==> config.mk <==
export PLATFORM = sky130hd
export DESIGN_NAME = iir_3p3z_limited_peripheral_flat
export DESIGN_NICKNAME = d
export VERILOG_FILES = /design/src/sv/iir3_pkg.sv /design/src/sv/iir3_if.sv /design/src/sv/iir_3p3z_limited_peripheral.sv /design/src/flat_wrapper.sv
export SDC_FILE = /design/constraint.sdc
export NUM_CORES = 2
export LEC_CHECK = 0
export BUFFER_PORTS_ARGS = -buffer_cell sky130_fd_sc_hd__buf_4
export CAP_MARGIN = 20
export CORE_MARGIN = 10
export CORE_UTILIZATION = 60
export DETAILED_ROUTE_END_ITERATION = 7
export GPL_TIMING_DRIVEN = 0
export PLACE_DENSITY_LB_ADDON = 0.1
export SLEW_MARGIN = 15
export SYNTH_ARGS = -nofsm -noshare
export SYNTH_HDL_FRONTEND = slang
export SYNTH_SLANG_ARGS = --single-unit
export TNS_END_PERCENT = 1
==> constraint.sdc <==
create_clock -name clock -period 15.43 [get_ports clock]
set_input_delay 1.543 -clock clock [delete_from_list [all_inputs] [get_ports clock]]
set_output_delay 1.543 -clock clock [all_outputs]
set_load 0.02 [all_outputs]
==> src/sv/iir3_pkg.sv <==
// Package for the third-order IIR peripheral: register indexes, control bits,
// filter FSM state type. No dependencies.
package iir3_pkg;
   localparam logic [4:0] REG_VERSION = 5'd0;
   localparam logic [4:0] REG_FORMAT  = 5'd1;
   localparam logic [4:0] REG_CONTROL = 5'd2;
   localparam logic [4:0] REG_STATUS  = 5'd3;
   localparam logic [4:0] REG_INPUT   = 5'd4;
   localparam logic [4:0] REG_OUTPUT  = 5'd5;
   localparam logic [4:0] REG_COEF0   = 5'd6;
   localparam logic [4:0] REG_COEF6   = 5'd12;
   localparam logic [4:0] REG_LOWER   = 5'd13;
   localparam logic [4:0] REG_UPPER   = 5'd14;
   localparam logic [4:0] REG_COUNT   = 5'd15;
   localparam logic [4:0] REG_X1      = 5'd16;
   localparam logic [4:0] REG_X3      = 5'd18;
   localparam logic [4:0] REG_Y1      = 5'd19;
   localparam logic [4:0] REG_Y3      = 5'd21;
   localparam logic [31:0] IIR_VERSION = 32'h0002_0000;
   localparam int CTL_START = 0;
   localparam int CTL_RESET = 1;
   localparam int CTL_CLEAR = 2;
   localparam logic OP_READ  = 1'b0;
   localparam logic OP_WRITE = 1'b1;

   typedef enum logic [1:0] {
      ST_IDLE,
      ST_MAC,
      ST_DRAIN,
      ST_FINISH
   } fsm_state_type;
endpackage

==> src/sv/iir3_if.sv <==
// Valid/ready channel interfaces for the IIR peripheral.
// Depends on nothing.
interface iir3_req_if;
   logic        valid;
   logic        ready;
   logic        opcode;
   logic [4:0]  reg_index;
   logic [31:0] write_data;
   modport source (output valid, opcode, reg_index, write_data, input ready);
   modport sink (input valid, opcode, reg_index, write_data, output ready);
endinterface

interface iir3_rsp_if;
   logic        valid;
   logic        ready;
   logic [31:0] read_data;
   modport source (output valid, read_data, input ready);
   modport sink (input valid, read_data, output ready);
endinterface

==> src/sv/iir_3p3z_limited_peripheral.sv <==
// Top level of the third-order IIR register peripheral.
// Depends on iir3_pkg and the channel interfaces in iir3_if.sv.
//
// A register access is accepted and its response is registered; accesses
// follow back to back while the response slot is free or being taken, except
// that a read of a coefficient or history register holds the request side
// while the RAM read completes. Writing the start bit of control runs the
// filter: coefficients and history sit in one synchronous RAM (one read port),
// so the seven products are formed one per cycle by a single 32x32 multiplier,
// and a start holds the request side while the filter runs: seven coefficient
// reads, a drain of the multiplier and registering of the clamped result, six
// history writebacks and a shift of the history flops. The reset bit of
// control clears the six history entries in RAM, and after reset a clearing
// pass zeroes the coefficient and history entries of the RAM before the first
// item is accepted.
module iir_3p3z_limited_peripheral import iir3_pkg::*; #(
   parameter int FRACTION_BITS = 30
) (
   input logic clock,
   input logic reset,
   iir3_req_if.sink req,
   iir3_rsp_if.source rsp
);
   // RAM map: 0..6 coefficients, 8..10 x1..x3, 11..13 y1..y3
   localparam logic [3:0] MEM_X1 = 4'd8;
   localparam logic [3:0] MEM_Y1 = 4'd11;
   localparam logic [3:0] MEM_TOP = 4'd14;   // one past y3
   localparam int ACC_W = 72;

   logic [31:0] mem [0:15];
   logic [31:0] mem_rd_ff;
   logic [3:0]  mem_wa;
   logic [31:0] mem_wd;
   logic        mem_we;
   logic [3:0]  mem_ra;

   logic [31:0] lower_ff, upper_ff, input_ff, result_ff, count_ff;
   logic        done_ff, sat_ff;
   logic        rsp_valid_ff;
   logic [31:0] rsp_data_ff;

   fsm_state_type state_ff, state_in;
   logic [3:0] step_ff;       // product index issued
   logic [31:0] hist_ff [0:5]; // x1..x3, y1..y3 captured for the shift
   logic        pend_read_ff;
   logic [3:0]  clr_ff;       // clearing countdown, address plus one
   logic        clr_all_ff;   // clear the whole RAM, not only history
   logic [3:0]  rd_step_ff;   // product index of data in mem_rd_ff
   logic        rd_vld_ff;
   logic signed [63:0] prod_ff;
   logic        prod_vld_ff;
   logic        prod_neg_ff;
   logic        prod_last_ff;
   logic signed [ACC_W-1:0] acc_ff;
   logic [3:0]  wb_ff;        // writeback counter
   logic        mul_last_ff;

   wire accept = req.valid && req.ready;
   wire busy = (state_ff != ST_IDLE) || (clr_ff != 4'd0) || pend_read_ff;
   assign req.ready = !busy && (!rsp_valid_ff || rsp.ready);
   assign rsp.valid = rsp_valid_ff;
   assign rsp.read_data = rsp_data_ff;

   wire is_mem_reg = (req.reg_index >= REG_COEF0 && req.reg_index <= REG_COEF6)
      || (req.reg_index >= REG_X1 && req.reg_index <= REG_Y3);
   function automatic logic [3:0] mem_addr(input logic [4:0] idx);
      logic [4:0] a;
      begin
         if (idx <= REG_COEF6) a = idx - REG_COEF0;
         else a = idx - REG_X1 + 5'(MEM_X1);
         return a[3:0];
      end
   endfunction

   wire ctl_wr = accept && req.opcode == OP_WRITE && req.reg_index == REG_CONTROL;
   wire start  = ctl_wr && req.write_data[CTL_START];
   wire clrh   = ctl_wr && req.write_data[CTL_RESET];

   // product operands: step k<7 pairs coefficient k with sample k
   logic [31:0] sample;
   always_comb begin
      case (rd_step_ff)
         4'd0: sample = input_ff;
         4'd1: sample = hist_ff[0];
         4'd2: sample = hist_ff[1];
         4'd3: sample = hist_ff[2];
         4'd4: sample = hist_ff[3];
         4'd5: sample = hist_ff[4];
         4'd6: sample = hist_ff[5];
         default: sample = '0;
      endcase
   end

   // coefficients 0..6 are read in order; samples come from the input register and the history flops
   always_comb begin
      state_in = state_ff;
      case (state_ff)
         ST_IDLE:   if (start) state_in = ST_MAC;
         ST_MAC:    if (step_ff == 4'd6) state_in = ST_DRAIN;
         ST_DRAIN:  if (mul_last_ff) state_in = ST_FINISH;
         ST_FINISH: if (wb_ff == 4'd6) state_in = ST_IDLE;
         default:   state_in = ST_IDLE;
      endcase
   end

   // final shift, saturate, clamp
   logic signed [ACC_W-1:0] shifted;
   logic signed [31:0] y_sat, y_fin;
   logic sat_now;
   always_comb begin
      shifted = acc_ff >>> FRACTION_BITS;
      sat_now = 1'b0;
      if (shifted > ACC_W'(64'sd2147483647)) begin
         y_sat = 32'sh7FFF_FFFF; sat_now = 1'b1;
      end else if (shifted < -ACC_W'(64'sd2147483648)) begin
         y_sat = 32'sh8000_0000; sat_now = 1'b1;
      end else begin
         y_sat = shifted[31:0];
      end
      y_fin = y_sat;
      if (y_fin > $signed(upper_ff)) begin
         y_fin = $signed(upper_ff); sat_now = 1'b1;
      end
      if (y_fin < $signed(lower_ff)) begin
         y_fin = $signed(lower_ff); sat_now = 1'b1;
      end
   end

   // memory address and write selection
   always_comb begin
      mem_we = 1'b0; mem_wa = '0; mem_wd = '0;
      mem_ra = mem_addr(req.reg_index);
      if (state_ff == ST_MAC) mem_ra = step_ff;
      if (clr_ff != 4'd0) begin
         mem_we = 1'b1;
         mem_wa = clr_ff - 4'd1;
      end else if (state_ff == ST_FINISH) begin
         mem_we = 1'b1;
         case (wb_ff)
            4'd0: begin mem_wa = MEM_X1;        mem_wd = input_ff;   end
            4'd1: begin mem_wa = MEM_X1 + 4'd1; mem_wd = hist_ff[0]; end
            4'd2: begin mem_wa = MEM_X1 + 4'd2; mem_wd = hist_ff[1]; end
            4'd3: begin mem_wa = MEM_Y1;        mem_wd = result_ff;  end
            4'd4: begin mem_wa = MEM_Y1 + 4'd1; mem_wd = hist_ff[3]; end
            4'd5: begin mem_wa = MEM_Y1 + 4'd2; mem_wd = hist_ff[4]; end
            default: mem_we = 1'b0;
         endcase
      end else if (accept && req.opcode == OP_WRITE && req.reg_index >= REG_COEF0
                   && req.reg_index <= REG_COEF6) begin
         mem_we = 1'b1;
         mem_wa = mem_addr(req.reg_index);
         mem_wd = req.write_data;
      end
   end

   always_ff @(posedge clock) begin
      if (mem_we) mem[mem_wa] <= mem_wd;
      mem_rd_ff <= mem[mem_ra];
   end

   logic [31:0] reg_rd;
   always_comb begin
      case (req.reg_index)
         REG_VERSION: reg_rd = IIR_VERSION;
         REG_FORMAT:  reg_rd = (32'd32 << 8) | 32'(FRACTION_BITS);
         REG_STATUS:  reg_rd = {29'd0, sat_ff, done_ff, 1'b0};
         REG_INPUT:   reg_rd = input_ff;
         REG_OUTPUT:  reg_rd = result_ff;
         REG_LOWER:   reg_rd = lower_ff;
         REG_UPPER:   reg_rd = upper_ff;
         REG_COUNT:   reg_rd = count_ff;
         default:     reg_rd = '0;
      endcase
   end

   always_ff @(posedge clock) begin
      if (reset) begin
         state_ff <= ST_IDLE;
         rsp_valid_ff <= 1'b0;
         lower_ff <= 32'h8000_0000;
         upper_ff <= 32'h7FFF_FFFF;
         input_ff <= '0;
         result_ff <= '0;
         count_ff <= '0;
         done_ff <= 1'b0;
         sat_ff <= 1'b0;
         pend_read_ff <= 1'b0;
         clr_ff <= MEM_TOP;      // clear history and coefficients at reset
         clr_all_ff <= 1'b1;
         for (int i = 0; i < 6; i++) hist_ff[i] <= '0;
         step_ff <= '0;
         rd_vld_ff <= 1'b0;
         prod_vld_ff <= 1'b0;
         prod_last_ff <= 1'b0;
         mul_last_ff <= 1'b0;
         wb_ff <= '0;
      end else begin
         state_ff <= state_in;
         if (rsp.ready) rsp_valid_ff <= 1'b0;
         if (clr_ff != 4'd0) begin
            // stop at x1 unless the whole RAM is being cleared
            if (!clr_all_ff && clr_ff == MEM_X1 + 4'd1) clr_ff <= 4'd0;
            else clr_ff <= clr_ff - 4'd1;
         end
         if (pend_read_ff) begin
            pend_read_ff <= 1'b0;
            rsp_valid_ff <= 1'b1;
            rsp_data_ff <= mem_rd_ff;
         end
         if (accept) begin
            if (req.opcode == OP_READ && is_mem_reg) begin
               pend_read_ff <= 1'b1;
               rsp_valid_ff <= 1'b0;
            end else begin
               rsp_valid_ff <= 1'b1;
               rsp_data_ff <= (req.opcode == OP_READ) ? reg_rd : '0;
            end
            if (req.opcode == OP_WRITE) begin
               case (req.reg_index)
                  REG_INPUT: input_ff <= req.write_data;
                  REG_LOWER: lower_ff <= req.write_data;
                  REG_UPPER: upper_ff <= req.write_data;
                  REG_CONTROL: begin
                     if (req.write_data[CTL_CLEAR]) done_ff <= 1'b0;
                     if (clrh) begin
                        done_ff <= 1'b0; sat_ff <= 1'b0; count_ff <= '0;
                        for (int i = 0; i < 6; i++) hist_ff[i] <= '0;
                        if (!start) begin
                           clr_ff <= MEM_TOP;
                           clr_all_ff <= 1'b0;
                        end
                     end
                  end
                  default: ;
               endcase
            end
         end
         // history is mirrored in flops for the shift; RAM holds copies for reads
         if (start) step_ff <= '0;
         if (state_ff == ST_MAC) step_ff <= step_ff + 4'd1;
         rd_vld_ff <= state_ff == ST_MAC;
         rd_step_ff <= step_ff;
         prod_vld_ff <= rd_vld_ff;
         prod_last_ff <= rd_vld_ff && rd_step_ff == 4'd6;
         mul_last_ff <= prod_vld_ff && prod_last_ff;
         prod_ff <= $signed(mem_rd_ff) * $signed(sample);
         prod_neg_ff <= rd_step_ff >= 4'd4;
         if (start) acc_ff <= '0;
         else if (prod_vld_ff)
            acc_ff <= prod_neg_ff ? acc_ff - ACC_W'(prod_ff) : acc_ff + ACC_W'(prod_ff);
         if (state_ff == ST_DRAIN && mul_last_ff) begin
            result_ff <= y_fin;
            sat_ff <= sat_now;
            done_ff <= 1'b1;
            count_ff <= count_ff + 32'd1;
            wb_ff <= '0;
         end
         if (state_ff == ST_FINISH) begin
            wb_ff <= wb_ff + 4'd1;
            if (wb_ff == 4'd6) begin
               hist_ff[2] <= hist_ff[1];
               hist_ff[1] <= hist_ff[0];
               hist_ff[0] <= input_ff;
               hist_ff[5] <= hist_ff[4];
               hist_ff[4] <= hist_ff[3];
               hist_ff[3] <= result_ff;
            end
         end
      end
   end

`ifndef SYNTH
   a_ready_idle: assert property (@(posedge clock) disable iff (reset)
      req.ready |-> state_ff == ST_IDLE) else $error("ready while filtering");
   a_rsp_after_write: assert property (@(posedge clock) disable iff (reset)
      accept && req.opcode == OP_WRITE |=> rsp_valid_ff && rsp_data_ff == 32'd0)
      else $error("write response not zero");
   a_count_step: assert property (@(posedge clock) disable iff (reset)
      state_ff == ST_FINISH && $past(state_ff) == ST_DRAIN
      |-> count_ff == $past(count_ff) + 32'd1) else $error("count not advanced");
`endif
endmodule

==> src/flat_wrapper.sv <==
// flat-port wrapper written by rule: the top's interface ports become plain ports
module iir_3p3z_limited_peripheral_flat import iir3_pkg::*;
#(
   parameter int FRACTION_BITS = 30
)
  (clock, reset, req_valid, req_opcode, req_reg_index, req_write_data, req_ready, rsp_valid, rsp_read_data, rsp_ready);
  iir3_req_if req_i ();
  iir3_rsp_if rsp_i ();
  input logic clock;
  input logic reset;
  input wire logic [$bits(req_i.valid)-1:0] req_valid;
  input wire logic [$bits(req_i.opcode)-1:0] req_opcode;
  input wire logic [$bits(req_i.reg_index)-1:0] req_reg_index;
  input wire logic [$bits(req_i.write_data)-1:0] req_write_data;
  output wire logic [$bits(req_i.ready)-1:0] req_ready;
  output wire logic [$bits(rsp_i.valid)-1:0] rsp_valid;
  output wire logic [$bits(rsp_i.read_data)-1:0] rsp_read_data;
  input wire logic [$bits(rsp_i.ready)-1:0] rsp_ready;
  assign req_i.valid = req_valid;
  assign req_i.opcode = req_opcode;
  assign req_i.reg_index = req_reg_index;
  assign req_i.write_data = req_write_data;
  assign req_ready = req_i.ready;
  assign rsp_valid = rsp_i.valid;
  assign rsp_read_data = rsp_i.read_data;
  assign rsp_i.ready = rsp_ready;
  iir_3p3z_limited_peripheral #(.FRACTION_BITS(FRACTION_BITS)) u_core (.clock(clock), .reset(reset), .req(req_i), .rsp(rsp_i));
endmodule
==> impl_metrics.ini <==
[sta]
worstMarginPinSlew_ns = 1.35
max_freq_mhz = 70.9
rsz0062_at_grt = false
slew_violations = 0
finalHoldViolCount = 0
skew_ns = 0.115
setup_viol = 0
fin_crit_ns = 14.10
setup_tns_ns = 0
max_slew_margin = 0.0993
finalCritPeriodShare = 0.914
setup_slack_ns = 1.33

[route]
drt_first_pass_iters = 8
viasPerCell = 6.42
routed_wl_mm = 323
ant_nets = 0
vias = 66404
avgRoutedWirePerCell_um = 31.2
drcViolationCount = 0
dr.first_iter.drc_count = 8294

[logic_synthesis]
synth-seq-cells = 1092
synthAdderAreaFrac = 0.294
async_reset_ff_frac = 0
synthesis.nets = 9527
synth_top_cell_area_share = 0.299
synth_compound_area_frac = 0.0887
synth_xor_area_frac = 0.0221
synthMuxAreaShare = 0.0472
synth.yosys.seq_area_share = 0.348
ys.flop_type = edfxtp_1
synthTopCellsByArea = edfxtp_1 (30%), fa_1 (25%), and2_1 (5.2%)
synth_top_family_by_area = adder cells
synth.most_common_cell = inv_1
synth-simple-area-share = 0.133
syn_area_um2 = 88000
yosys_warnings = 0
yosys.area.top_type = edfxtp_1
synth_common_cells = inv_1 (1101), fa_1 (1083), edfxtp_1 (877)
syn_inst = 8067
ys_types = 90
syn_area_per_cell_um2 = 10.9
synth_enable_flop_cells = 877

[global_routing]
grt_pass1_wl_mm = 460
overflow = 0
grt_usage = 0.395
antenna_found_initial = 35
grt_max_degree = 65
first_global_vias = 66242

[run]
drv_cap = 0

[placed_design]
dp_slack_ns = 2.06
dp_hpwl_mm = 249
gp_congestion = 1.05
port_buffers = 74

[setup_path]
cp-end-kind = register
crit_type = register to register
critPathMaxFanout = 10
worst_path_max_delay_cell = fa_1
required_ns = 15.90
critPathMaxStageDelay_ns = 1.13
cp_common_cell = fa_1
worst_setup_path_start_kind = register
worstPathArrival_ns = 14.57

[worst_hold_path]
hp-class = register to register

[final_layout]
multi_input_comb_area_um2 = 51600
layout-drive-gt1-share = 0.0644
syn_to_final_growth_pct = 8.89
nets = 9760
fill_cells = 11479
regArea_um2 = 30600

[clocking]
post_cts_resize_count = 0
cts_setup_buffers = 0
cts_made_buffers = 114
clock-root-buffer = clkbuf_16
cts_hold_buf = 0
insertion_delay_ns = 0.81
htreeDepth = 3
cts_sinks = 1092
clockBufferDepth = 3
cts_tree = built
clk_pin_slew_ns = 0.07

[die]
start_util = 0.604
die_y_um = 403
dieArea_um2 = 162000
rows = 140
core_area_um2 = 146000
dieWidth_um = 403
boundaryPins = 76

[status]
outcome = finished clean
metrics by stage:
step | cell area [µm²] | utilization | hold WS [ns] | cells
6_report | 95800 | 0.657 | 0.472 | 10338
5_1_grt | 95700 | 0.657 | 0.495 | 10319
4_1_cts | 95600 | 0.656 | 0.469 | 10304
3_5_place_dp | 91700 | 0.629 | 0.460 | 10086
3_3_place_gp | 90900 | 0.624 | 0.454 | 10058
2_1_floorplan | 88000 | - | 0.441 | 8067
layout make-up:
cell class	count	area share
Antenna cell	19	0.000496
Clock inverter	52	0.00657
Tap cell	1917	0.0250
Buffer	456	0.0182
Multi-Input combinational cell	5417	0.539
Timing Repair Buffer	117	0.0138
Clock buffer	166	0.0338
Sequential cell	1092	0.320
Inverter	1102	0.0432
routing by layer:
metal,track usage,vias to the layer above,wire (µm)
li1,-,27462,-
met1,0.485,33487,113000
met2,0.597,4359,143000
met3,0.105,1084,35900
met4,0.299,12,30800
met5,0,-,88
flip-flops by register name (all words and copies together), names as in the netlist, 64 cells and up:
register and count:
u_core.hist_ff 192, u_core.mem 512, u_core.prod_ff 64, u_core.acc_ff 72
critical path, delay by kind of cell (launching register included):
family | cells | cell delay [ns]
AO/OA/AOI/OAI | 7 | 1.59
adder cells (fa/ha/maj) | 9 | 5.21
buffers and inverters | 10 | 3.84
flip-flops | 1 | 0.37
multiplexers | 1 | 0.18
AND/OR/NAND/NOR | 7 | 2.51
path summary, 6_finish.rpt:
kind                         endpoint  cells after the start  slack, ns                 start
hold / removal    u_core.lower_ff[21]                      2       0.47   u_core.lower_ff[21]
setup reg to reg   u_core.prod_ff[60]                     34       1.33  u_core.rd_step_ff[3]
hold reg to reg   u_core.lower_ff[21]                      2       0.47   u_core.lower_ff[21]
setup / recovery   u_core.prod_ff[60]                     34       1.33  u_core.rd_step_ff[3]
placed cells by master, fill, tap and decap left out, types with 138 or more instances in the layout:
| cell type | n |
|---|---|
| inv_1 | 1101 |
| fa_1 | 1083 |
| edfxtp_1 | 877 |
| nand2_1 | 874 |
| and2_1 | 729 |
| clkbuf_1 | 456 |
| ha_1 | 335 |
| nor2_1 | 301 |
| a21oi_1 | 300 |
| dfxtp_1 | 215 |
| a22oi_1 | 199 |
| xnor2_1 | 149 |
| o21ai_0 | 138 |
kinds of logic (layout without fill, tap and decap cells):
| family | after synthesis | count (layout) |
|---|---|---|
| adders and majority gates | 1418 | 1418 |
| xor gates and xnor gates | 222 | 222 |
| muxes | 248 | 248 |
| DFF | 1092 | 1092 |
| and+or+nand+nor | 2360 | 2360 |
| AOI/OAI and AO/OA | 1169 | 1169 |
| other | 0 | 19 |
| buffers and inverters | 1558 | 1893 |
Power is left out: the tool's default activity adds up to more than one toggle a clock period on the data nets, which glitch-free logic cannot reach.
